**config.mk**
```make
export PLATFORM = sky130hd
export DESIGN_NAME = tlv_block_parser_top_flat
export DESIGN_NICKNAME = d
export VERILOG_FILES = /design/src/hdl/tlvp_pkg.sv /design/src/hdl/tlvp_stream_if.sv /design/src/hdl/tlv_block_parser_top.sv /design/src/hdl/tlvp_step.sv /design/src/flat_wrapper.sv
export SDC_FILE = /design/constraint.sdc
export NUM_CORES = 1
export LEC_CHECK = 0
export BUFFER_PORTS_ARGS = -buffer_cell sky130_fd_sc_hd__buf_2
export CAP_MARGIN = 20
export CORE_UTILIZATION = 35
export CTS_CLUSTER_SIZE = 10
export DETAILED_ROUTE_END_ITERATION = 10
export GPL_TIMING_DRIVEN = 0
export SLEW_MARGIN = 0
export SYNTH_ARGS = -nofsm -noshare
export SYNTH_HDL_FRONTEND = slang
export SYNTH_SLANG_ARGS = --single-unit
```
**constraint.sdc**
```tcl
create_clock -name clk_i -period 4.06 [get_ports clk_i]
set_clock_uncertainty 0.1 [all_clocks]
set_input_delay 0.203 -clock clk_i [delete_from_list [all_inputs] [get_ports clk_i]]
set_output_delay 0.203 -clock clk_i [all_outputs]
set_load 0.005 [all_outputs]
```
**src/hdl/tlvp_pkg.sv**
```systemverilog
// Shared types, codes and header-layout tables for the TLV block parser.
// No dependencies; imported by tlvp_step and tlv_block_parser_top.
package tlvp_pkg;

  // Record kinds carried in record_kind
  localparam logic [1:0] KIND_HEADER    = 2'd0;
  localparam logic [1:0] KIND_VALUE     = 2'd1;
  localparam logic [1:0] KIND_BLOCK_END = 2'd2;

  // Header layouts selected by header_mode
  localparam logic [1:0] MODE_T1L1      = 2'd0;
  localparam logic [1:0] MODE_T1L2      = 2'd1;
  localparam logic [1:0] MODE_T1L2_INST = 2'd2;
  localparam logic [1:0] MODE_T2L2      = 2'd3;

  typedef enum logic [1:0] {
    ROLE_TYPE = 2'd0,
    ROLE_LEN  = 2'd1,
    ROLE_INST = 2'd2,
    ROLE_NONE = 2'd3
  } role_e;

  typedef struct packed {
    logic [2:0]  header_count;
    logic [15:0] type_acc;
    logic [15:0] length_acc;
    logic [7:0]  instance_acc;
    logic [15:0] value_remaining;
    logic        in_value;
  } parse_state_t;

  localparam parse_state_t PARSE_CLEAR = '0;

  typedef struct packed {
    logic [1:0]  record_kind;
    logic [15:0] element_type;
    logic [15:0] element_length;
    logic [7:0]  element_instance;
    logic [7:0]  value_byte;
    logic        value_last;
    logic        block_end;
    logic        block_error;
  } record_t;

  // Header size in bytes for each layout
  function automatic logic [2:0] hdr_size(input logic [1:0] mode);
    logic [2:0] size;
    case (mode)
      MODE_T1L1:      size = 3'd2;
      MODE_T1L2:      size = 3'd3;
      MODE_T1L2_INST: size = 3'd4;
      MODE_T2L2:      size = 3'd4;
      default:        size = 3'd4;
    endcase
    return size;
  endfunction

  // Role of a header byte position within each layout
  function automatic role_e hdr_role(input logic [1:0] mode, input logic [2:0] pos);
    role_e role;
    role = ROLE_NONE;
    case (mode)
      MODE_T1L1: begin
        case (pos)
          3'd0:    role = ROLE_TYPE;
          3'd1:    role = ROLE_LEN;
          default: role = ROLE_NONE;
        endcase
      end
      MODE_T1L2: begin
        case (pos)
          3'd0:    role = ROLE_TYPE;
          3'd1:    role = ROLE_LEN;
          3'd2:    role = ROLE_LEN;
          default: role = ROLE_NONE;
        endcase
      end
      MODE_T1L2_INST: begin
        case (pos)
          3'd0:    role = ROLE_TYPE;
          3'd1:    role = ROLE_LEN;
          3'd2:    role = ROLE_LEN;
          3'd3:    role = ROLE_INST;
          default: role = ROLE_NONE;
        endcase
      end
      MODE_T2L2: begin
        case (pos)
          3'd0:    role = ROLE_TYPE;
          3'd1:    role = ROLE_TYPE;
          3'd2:    role = ROLE_LEN;
          3'd3:    role = ROLE_LEN;
          default: role = ROLE_NONE;
        endcase
      end
      default: role = ROLE_NONE;
    endcase
    return role;
  endfunction

endpackage

```
**src/hdl/tlvp_stream_if.sv**
```systemverilog
// Valid/ready stream interfaces for the TLV block parser: byte input and record output.
// Depends on nothing; used by tlv_block_parser_top.

interface tlvp_byte_if;
  logic       valid;
  logic       ready;
  logic [7:0] data_byte;
  logic       block_last;

  modport source (output valid, output data_byte, output block_last, input ready);
  modport sink   (input valid, input data_byte, input block_last, output ready);
endinterface

interface tlvp_rec_if;
  logic        valid;
  logic        ready;
  logic [1:0]  record_kind;
  logic [15:0] element_type;
  logic [15:0] element_length;
  logic [7:0]  element_instance;
  logic [7:0]  value_byte;
  logic        value_last;
  logic        block_end;
  logic        block_error;

  modport source (
    output valid, output record_kind, output element_type, output element_length,
    output element_instance, output value_byte, output value_last, output block_end,
    output block_error, input ready
  );
  modport sink (
    input valid, input record_kind, input element_type, input element_length,
    input element_instance, input value_byte, input value_last, input block_end,
    input block_error, output ready
  );
endinterface

```
**src/hdl/tlv_block_parser_top.sv**
```systemverilog
// Top level of the TLV block parser: input register, parse step, result register.
// Depends on tlvp_pkg, tlvp_stream_if (tlvp_byte_if, tlvp_rec_if) and tlvp_step.

// The parser takes one byte of an encoded block per request on byte_i and splits the
// block into type-length-value elements whose header layout is chosen by header_mode
// (0: type 1 + length 1, 1: type 1 + length 2, 2: type 1 + length 2 + instance 1,
// 3: type 2 + length 2, all big-endian). A header record leaves on rec_o once the
// header completes; every value byte follows as its own record, the element's last
// one flagged. The block's final byte (block_last) always yields a record that carries
// block_end, and block_error when that byte does not close an element exactly; the
// parse state then returns to its start. Throughput is one byte per cycle while rec_o
// is not stalled: a byte is taken into the input register, parsed by a single
// combinational step, and its record is loaded into the result register, from which
// it is offered on rec_o. A stalled rec_o holds the input register and, through it,
// byte_i. Header bytes that do not complete a header produce no record.
// header_mode is written through cfg_we_i/cfg_data_i and should only change while
// the parser is idle.
module tlv_block_parser_top
  import tlvp_pkg::*;
(
  input  logic       clk_i,
  input  logic       rst_ni,
  input  logic       cfg_we_i,
  input  logic [1:0] cfg_data_i,
  tlvp_byte_if.sink  byte_i,
  tlvp_rec_if.source rec_o
);

  logic         in_valid_q;
  logic [7:0]   in_byte_q;
  logic         in_last_q;
  logic [1:0]   header_mode_q;
  parse_state_t state_q;
  parse_state_t state_d;
  logic         out_valid_q;
  record_t      rec_q;
  record_t      rec_d;
  logic         step_valid;
  logic         out_free;
  logic         advance;
  logic         in_take;

  tlvp_step u_step (
    .state_i      (state_q),
    .mode_i       (header_mode_q),
    .data_byte_i  (in_byte_q),
    .block_last_i (in_last_q),
    .state_o      (state_d),
    .rec_valid_o  (step_valid),
    .rec_o        (rec_d)
  );

  // The result register frees up when empty or when its record is taken this cycle.
  // The input stage advances when its byte yields no record or the record has room.
  assign out_free     = ~out_valid_q | rec_o.ready;
  assign advance      = in_valid_q & (~step_valid | out_free);
  assign byte_i.ready = ~in_valid_q | advance;
  assign in_take      = byte_i.valid & byte_i.ready;

  // Configuration register
  always_ff @(posedge clk_i or negedge rst_ni) begin
    if (!rst_ni) begin
      header_mode_q <= MODE_T1L1;
    end else if (cfg_we_i) begin
      header_mode_q <= cfg_data_i;
    end
  end

  // Input register: hold the byte until the parse step consumes it
  always_ff @(posedge clk_i or negedge rst_ni) begin
    if (!rst_ni) begin
      in_valid_q <= 1'b0;
    end else if (in_take) begin
      in_valid_q <= 1'b1;
    end else if (advance) begin
      in_valid_q <= 1'b0;
    end
  end

  always_ff @(posedge clk_i) begin
    if (in_take) begin
      in_byte_q <= byte_i.data_byte;
      in_last_q <= byte_i.block_last;
    end
  end

  // Parse state: advance once per consumed byte
  always_ff @(posedge clk_i or negedge rst_ni) begin
    if (!rst_ni) begin
      state_q <= PARSE_CLEAR;
    end else if (advance) begin
      state_q <= state_d;
    end
  end

  // Result register: load a new record, drop the old one once taken
  always_ff @(posedge clk_i or negedge rst_ni) begin
    if (!rst_ni) begin
      out_valid_q <= 1'b0;
    end else if (advance && step_valid) begin
      out_valid_q <= 1'b1;
    end else if (rec_o.ready) begin
      out_valid_q <= 1'b0;
    end
  end

  always_ff @(posedge clk_i) begin
    if (advance && step_valid) begin
      rec_q <= rec_d;
    end
  end

  assign rec_o.valid            = out_valid_q;
  assign rec_o.record_kind      = rec_q.record_kind;
  assign rec_o.element_type     = rec_q.element_type;
  assign rec_o.element_length   = rec_q.element_length;
  assign rec_o.element_instance = rec_q.element_instance;
  assign rec_o.value_byte       = rec_q.value_byte;
  assign rec_o.value_last       = rec_q.value_last;
  assign rec_o.block_end        = rec_q.block_end;
  assign rec_o.block_error      = rec_q.block_error;

endmodule

```
**src/hdl/tlvp_step.sv**
```systemverilog
// Per-byte parse step: next parse state and the record one byte produces.
// Depends on tlvp_pkg.
module tlvp_step
  import tlvp_pkg::*;
(
  input  parse_state_t state_i,
  input  logic [1:0]   mode_i,
  input  logic [7:0]   data_byte_i,
  input  logic         block_last_i,
  output parse_state_t state_o,
  output logic         rec_valid_o,
  output record_t      rec_o
);

  role_e        role;
  logic [3:0]   count_inc;
  logic [15:0]  type_n;
  logic [15:0]  length_n;
  logic [7:0]   inst_n;
  logic         vlast;
  logic         zero_len;

  always_comb begin
    role      = hdr_role(mode_i, state_i.header_count);
    count_inc = {1'b0, state_i.header_count} + 4'd1;
    type_n    = state_i.type_acc;
    length_n  = state_i.length_acc;
    inst_n    = state_i.instance_acc;
    case (role)
      ROLE_TYPE: type_n   = {state_i.type_acc[7:0], data_byte_i};
      ROLE_LEN:  length_n = {state_i.length_acc[7:0], data_byte_i};
      ROLE_INST: inst_n   = data_byte_i;
      default:   ;
    endcase
    vlast    = (state_i.value_remaining == 16'd1);
    zero_len = (length_n == 16'd0);

    state_o     = state_i;
    rec_valid_o = 1'b0;
    rec_o       = '0;

    if (state_i.in_value) begin
      rec_valid_o       = 1'b1;
      rec_o.record_kind = KIND_VALUE;
      rec_o.value_byte  = data_byte_i;
      rec_o.value_last  = vlast;
      rec_o.block_end   = block_last_i;
      rec_o.block_error = block_last_i & ~vlast;
      state_o.value_remaining = state_i.value_remaining - 16'd1;
      if (vlast) begin
        state_o.in_value = 1'b0;
      end
      if (block_last_i) begin
        state_o = PARSE_CLEAR;
      end
    end else if (count_inc >= {1'b0, hdr_size(mode_i)}) begin
      // Header complete: report it and open the value, if any
      rec_valid_o            = 1'b1;
      rec_o.record_kind      = KIND_HEADER;
      rec_o.element_type     = type_n;
      rec_o.element_length   = length_n;
      rec_o.element_instance = (mode_i == MODE_T1L2_INST) ? inst_n : 8'd0;
      rec_o.value_last       = zero_len;
      rec_o.block_end        = block_last_i;
      rec_o.block_error      = block_last_i & ~zero_len;
      state_o                 = PARSE_CLEAR;
      state_o.value_remaining = length_n;
      state_o.in_value        = ~zero_len;
      if (block_last_i) begin
        state_o = PARSE_CLEAR;
      end
    end else if (block_last_i) begin
      // Block ends part-way through a header
      rec_valid_o       = 1'b1;
      rec_o.record_kind = KIND_BLOCK_END;
      rec_o.block_end   = 1'b1;
      rec_o.block_error = 1'b1;
      state_o           = PARSE_CLEAR;
    end else begin
      state_o.header_count = count_inc[2:0];
      state_o.type_acc     = type_n;
      state_o.length_acc   = length_n;
      state_o.instance_acc = inst_n;
    end
  end

endmodule
```
**src/flat_wrapper.sv**
```systemverilog
// flat-port wrapper written by rule: the top's interface ports become plain ports
module tlv_block_parser_top_flat import tlvp_pkg::*;
  (clk_i, rst_ni, cfg_we_i, cfg_data_i, byte_i_valid, byte_i_data_byte, byte_i_block_last, byte_i_ready, rec_o_valid, rec_o_record_kind, rec_o_element_type, rec_o_element_length, rec_o_element_instance, rec_o_value_byte, rec_o_value_last, rec_o_block_end, rec_o_block_error, rec_o_ready);
  tlvp_byte_if byte_i_i ();
  tlvp_rec_if rec_o_i ();
  input  logic clk_i;
  input  logic rst_ni;
  input  logic cfg_we_i;
  input  logic [1:0] cfg_data_i;
  input wire logic [$bits(byte_i_i.valid)-1:0] byte_i_valid;
  input wire logic [$bits(byte_i_i.data_byte)-1:0] byte_i_data_byte;
  input wire logic [$bits(byte_i_i.block_last)-1:0] byte_i_block_last;
  output wire logic [$bits(byte_i_i.ready)-1:0] byte_i_ready;
  output wire logic [$bits(rec_o_i.valid)-1:0] rec_o_valid;
  output wire logic [$bits(rec_o_i.record_kind)-1:0] rec_o_record_kind;
  output wire logic [$bits(rec_o_i.element_type)-1:0] rec_o_element_type;
  output wire logic [$bits(rec_o_i.element_length)-1:0] rec_o_element_length;
  output wire logic [$bits(rec_o_i.element_instance)-1:0] rec_o_element_instance;
  output wire logic [$bits(rec_o_i.value_byte)-1:0] rec_o_value_byte;
  output wire logic [$bits(rec_o_i.value_last)-1:0] rec_o_value_last;
  output wire logic [$bits(rec_o_i.block_end)-1:0] rec_o_block_end;
  output wire logic [$bits(rec_o_i.block_error)-1:0] rec_o_block_error;
  input wire logic [$bits(rec_o_i.ready)-1:0] rec_o_ready;
  assign byte_i_i.valid = byte_i_valid;
  assign byte_i_i.data_byte = byte_i_data_byte;
  assign byte_i_i.block_last = byte_i_block_last;
  assign byte_i_ready = byte_i_i.ready;
  assign rec_o_valid = rec_o_i.valid;
  assign rec_o_record_kind = rec_o_i.record_kind;
  assign rec_o_element_type = rec_o_i.element_type;
  assign rec_o_element_length = rec_o_i.element_length;
  assign rec_o_element_instance = rec_o_i.element_instance;
  assign rec_o_value_byte = rec_o_i.value_byte;
  assign rec_o_value_last = rec_o_i.value_last;
  assign rec_o_block_end = rec_o_i.block_end;
  assign rec_o_block_error = rec_o_i.block_error;
  assign rec_o_i.ready = rec_o_ready;
  tlv_block_parser_top u_core (.clk_i(clk_i), .rst_ni(rst_ni), .cfg_we_i(cfg_we_i), .cfg_data_i(cfg_data_i), .byte_i(byte_i_i), .rec_o(rec_o_i));
endmodule
```
* Word-level counts from Yosys, hierarchy flattened
Cells that the tools add are included.
** Operators by class
- Add/subtract/negate cells :: 2
- Order comparisons :: 1
- Equality and inequality tests :: 10
- Multiplexer cells :: 30
- Bitwise logic cells :: 14
- Reductions and logical operators :: 17
** Operator list (number)
- 60-bit 2-to-1 mux :: 3
- 43-bit 2-to-1 mux :: 1
- 17-bit 2-to-1 mux :: 2
- 16-bit 2-to-1 mux :: 2
- 16-bit by 1-bit equality test with 1-bit output (second input constant) :: 1
- 16-bit zero test :: 1
- 16-bit by 1-bit subtractor with 16-bit output (second input constant) :: 1
- 2-bit one-hot mux with 2 select lines :: 3
- 2-bit OR reduction :: 6
- 1-bit 2-to-1 mux :: 10
- 3-bit one-hot mux with 3 select lines :: 1
- 8-bit 2-to-1 mux :: 1
- 2-bit one-hot mux with 4 select lines :: 1
- 1-bit inverter :: 7
- 2-bit equality test (second input constant) :: 3
- 3-bit by 2-bit equality test with 1-bit output (second input constant) :: 2
- 2-bit 2-to-1 mux :: 3
- 3-bit 2-to-1 mux :: 2
- 2-bit one-hot mux with 3 select lines :: 1
- 3-bit by 1-bit adder with 4-bit output (second input constant) :: 1
- 1-bit AND :: 4
- 2-bit by 1-bit equality test with 1-bit output (second input constant) :: 2
- 4-bit by 3-bit >= comparator with 1-bit output :: 1
- 2-bit zero test :: 2
- other kinds (9) :: 13
** Word-level totals
- Register bits :: 126
- Input bits :: 16
- Output and inout bits :: 55
- Logic and storage cells :: 94

* Depth between registers and ports, before layout
- Word-level depth :: 13
- Depth in mapped cells :: 11
- Gate-level depth less buffers :: 10

* Cells and area by module
Synthesis repeated with hierarchy kept, for this count alone.
** Unflattened totals
- Cells, all modules :: 734
- Area total of the unflattened synthesis :: 7890.1 um2
** Modules (own cells, without submodules)
- tlv_block_parser_top :: times used 1, cells each 417, area an instance 5721.7 um2, seq. area each 3463.3 um2
- tlvp_step :: times used 1, cells each 317, area an instance 2168.3 um2, seq. area each 0.0 um2

* Worst setup path before layout
No wires, ideal clock.
- Path kind :: register -> register
- From :: register u_core.state_q[57] (netlist name)
- To :: register u_core.state_q[3] (netlist name)
- Setup time :: 0.123 ns
- Arrival time :: 3.039 ns
- Data required time :: 3.837 ns
- Slack :: 0.798 ns
- Cell stages (with the launch flop) :: 10
- Path buffers :: 0
- Period minus slack after synthesis :: 3.262 ns
- Cell sequence :: dfrtp_1 > ha_1 > ha_1 > inv_1 > ha_1 > a21oi_2 > a21o_1 > inv_1 > o211ai_1 > o2bb2ai_1
** On the way
- Longest elaborated chain between the ends :: 9
- Elaborated cells on any way between the ends :: 26
- Classes of those cells :: add/sub (1); order compare (1); eq/ne (4); mux (11); bitwise (3); reduce/logical (6)
** RTL lines
- start: declaration :: line tlv_block_parser_top.sv:33 : parse_state_t state_q;
- start signal: assignment :: line tlv_block_parser_top.sv:92 : state_q <= state_d;
- parallel branches: the longest is 9 deep, another holds 3-bit by 1-bit adder with 4-bit output
Parallel ways; which one is timed is not known.
A chain may end at the register's enable or synchronous reset.

* Final worst setup path
- From :: register u_core.state_q[57] (netlist name)
- To :: register u_core.rec_q (netlist bit u_core.rec_o.element_instance[1]) (data pin)
** On the way
- Longest elaborated chain between the ends :: 6
- Elaborated cells on any way between the ends :: 18
- Classes of those cells :: add/sub (1); order compare (1); eq/ne (4); mux (6); bitwise (1); reduce/logical (5)
** RTL lines
- 3-bit by 2-bit equality test with 1-bit output, or another cell as far along :: line tlvp_pkg.sv:71, tlvp_pkg.sv:79, tlvp_pkg.sv:88
- 2-bit OR reduction (no line)
- 2-bit one-hot mux with 3 select lines, or another cell as far along :: line tlvp_pkg.sv:79 : case (pos)
- 2-bit one-hot mux with 4 select lines :: line tlvp_pkg.sv:62 : case (mode)
- 2-bit equality test :: line tlvp_step.sv:29 : case (role)
- 8-bit 2-to-1 mux :: line tlvp_step.sv:29
- end signal: assignment :: line tlv_block_parser_top.sv:109 : rec_q <= rec_d;
- end: declaration :: line tlv_block_parser_top.sv:36 : record_t rec_q;
Several ways; a longest one is shown, not always the timed one.

==> summary.md <==
| Metric | Value |
|---|---|
| Mapped Cells | `453` |
| Vias in the first global route | `4101` |
| EDFF count, synth | `62` |
| Delay of the slowest critical-path stage | `0.45 ns` |
| Clock Path Buffers | `2` |
| Post-Place Setup Slack | `0.864 ns` |
| Syn_nets | `479` |
| Die ar. | `16900 sq um` |
| Most used flip-flop cell after synthesis | `dfrtp_1` |
| Via Count | `4078` |
| Largest net degree at the start of global routing | `65` |
| Startpoint types | `flop` |
| H-tree lvl count | `4` |
| CTS Root Cell | `clkbuf_16` |
| Avg WL per Cell | `17.0 microns` |
| Detailed Place HPWL | `8990 microns` |
| Total CTS buffers | `17` |
| Critical Path RT | `4.13 ns` |
| Critical path class | `reg2reg` |
| Lkg Pwr | `0.00305 uW` |
| Async SR Flop Fraction | `50.8%` |
| Fin. max-slew vios | `0` |
| # Post-CTS Setup Buffers | `0` |
| Critical-path cell list | `ha_1 > ha_1 > inv_1 > ha_1 > a31o_2 > a21oi_2 > or2_1 > clkbuf_1 > or3_1 > clkbuf_1 > nor2_1` |
| Number of DRC markers in iteration 0 | `312` |
| Core ar. | `15900 sq um` |
| Slew margin rel. | `44.0%` |
| Register area share after synthesis | `60.6%` |
| Total Neg Setup Slack | `0 ns` |
| Die W | `130 microns` |
| TritonCTS clock tree | `built` |
| Worst-margin pin slew | `0.840 ns` |
| Rows | `46` |
| Max Cap Viol | `0` |
| Status | `finished clean` |
| Most frequent cells in the layout | `buf_2 (72), dfrtp_1 (64), edfxtp_1 (62)` |
| Post-route minimum period | `3.18 ns` |
| DRT antenna net count | `0` |
| Setup crit end kind | `flop` |
| Final setup fails | `0` |
| Drt drc | `0` |
| Via density | `5.19` |
| Clock slew seen by the registers of the worst setup and hold paths | `0.06 ns` |
| Final Wtd Congestion | `0.823` |
| Crit path DAT | `3.25 ns` |
| Initial antenna violation count | `0` |
| Global-route wire length before repair | `21800 microns` |
| Hold path start | `rec_o_ready` |
| Routed Wire Length | `13400 microns` |
| Nets | `583` |
| I/O pins | `71` |
| YS warnings | `0` |
| DRT Pass-1 Iters | `5` |
| Worst path most repeated cell | `ha_1` |
| Worst setup startpoint | `u_core.state_q[57]` |
| Antenna diodes | `0` |
| Layout cells sized above 1 | `23.2%` |
| Final Hold Viols | `0` |
| Clock sinks | `126` |
| Yosys cell types | `53` |
| Period utilization | `78.4%` |
| Fmax | `314 MHz` |
| PortBufs | `70` |
| Yosys reg bits | `126` |
| Synthesized area | `5720 sq um` |
| Worst-path fanout max | `8` |
| Power per cell area | `814 nW/um^2` |
| Syn Area/Cell | `12.6 sq um` |
| GRT Overall Usage | `17.4%` |
| Most common cell after layout, fill and taps aside | `buf_2` |
| HP Class | `in2reg` |
| Initial Utilization | `35.9%` |
| Crit path max-delay cell type | `dfrtp_1` |
| RSZ-0062 raised after global routing | `false` |
| Reg2reg start | `u_core.state_q[57]` |
| Die extent in y | `130 microns` |
| Layout area overhead | `24.4%` |
| Setup ws final | `0.876 ns` |
| Worst vdd ir | `0.000492 V` |
| Gr ovfl total | `0` |
| Skew-Pair Late Insertion Delay | `0.43 ns` |
## report_power, final
group | switching, uW | internal [uW] | leakage, uW
Clock | 600 | 973 | 0.000289
Sequential | 254 | 1790 | 0.00147
Combinational | 1300 | 874 | 0.00129
## through the flow
stage	total power, uW	util (%)	std cells	instance area, sq um	hold slack [ns]
floorplan	3530	-	453	5720	-0.193
CTS	5830	44.6	786	7110	0.0836
global placement	4170	39.8	739	6340	0.282
detailed placement	4230	39.9	740	6360	0.270
finish	5790	44.6	786	7110	0.110
global route	6150	44.6	786	7110	0.139
## layout make-up
| type | instances | area, sq um |
|---|---|---|
| fill | 1436 | 8830 |
| sequential | 126 | 3460 |
| multi-input combinational | 290 | 2080 |
| timing repair buffer | 85 | 513 |
| clock buffer | 17 | 425 |
| tap | 216 | 270 |
| clock inverter | 15 | 185 |
| buffer | 26 | 133 |
| inverter | 11 | 41.3 |
## synth_stat cells (all sizes together), types with 2 or more instances
library cell  number  area [sq um]
a211oi             2          15.0
a21o               4          30.0
a21oi             12          63.8
a22o              40           350
a31oi              2          12.5
and2              10          62.6
and3               2          12.5
buf                8          65.1
clkbuf            18          67.6
dfrtp             64          1600
edfxtp            62          1860
ha                10           125
inv               11          41.3
mux2i             42           420
nand2             11          48.8
nand2b             5          31.3
nand3              7          47.6
nor2              63           268
nor2b              3          18.8
nor3               5          35.0
nor3b              2          15.0
nor4               8          50.1
o211ai             4          30.0
o21a               3          37.5
o21ai             19           110
o221ai             5          43.8
o22ai              9          56.3
o2bb2ai            2          17.5
or2                2          12.5
or3                3          18.8
or4                4          30.0
## what timing repair did
| item | CTS | global route |
|---|---|---|
| hold endpoints to repair | 76 | 0 |
| gates resized for setup | 0 | 0 |
| setup endpoints to repair | 0 | 0 |
| hold buffers | 14 | 0 |
## logic make-up (layout without fill, tap and decap cells)
family                   count (synthesis)  in the layout  share of synthesized area (%)
buffers and inverters                   37            154                           3.04
multiplexers                            43             43                           7.55
AO/OA/AOI/OAI                          109            109                           14.8
AND/OR/NAND/NOR                        128            128                           11.9
flip-flops                             126            126                           60.6
adder cells (fa/ha/maj)                 10             10                           2.19
## worst max-delay path, delay by kind of cell (launching register included)
kind            cells  cell delay [ns]
fa+ha+maj           3             0.72
buf+inv             3             0.67
compound gates      2             0.53
simple gates        3             0.46
flops               1             0.45
## sequential cells by signal (all words and copies together) (netlist names)
signal,cells
u_core.rec_o.value_byte,8
u_core.in_last_q,1
u_core.rec_o.block_error,1
u_core.in_byte_q,8
u_core.rec_o.element_type,16
u_core.rec_o.element_instance,8
u_core.state_q,60
u_core.rec_o.record_kind,2
u_core.header_mode_q,2
u_core.rec_o.element_length,16
u_core.rec_o.block_end,1
u_core.in_valid_q,1
u_core.rec_o.value_last,1
u_core.rec_o.valid,1
## worst paths after layout
kind                                               endpoint  slack [ns]  cells past startpoint
setup / recovery           u_core.rec_o.element_instance[1]        0.88                     11
hold / removal                           u_core.rec_o.valid        0.11                      3
setup reg to reg           u_core.rec_o.element_instance[1]        0.88                     11
hold reg to reg                          u_core.state_q[54]        0.40                      1
max in group asynchronous           u_core.header_mode_q[0]        2.99                      2
min in group asynchronous                u_core.state_q[11]        0.32                      2
## per-layer routing
| metal | up-vias | share of wire (%) | track usage [%] | routed length (microns) |
|---|---|---|---|---|
| met3 | 21 | 4.8 | 5.04 | 647 |
| met5 | - | 0 | 0 | 0 |
| met2 | 140 | 46 | 26.9 | 6090 |
| met1 | 2006 | 48 | 22.8 | 6400 |
| met4 | 0 | 1.6 | 7.18 | 214 |
| li1 | 1911 | - | - | - |
Power figures use the tool's default switching activity.
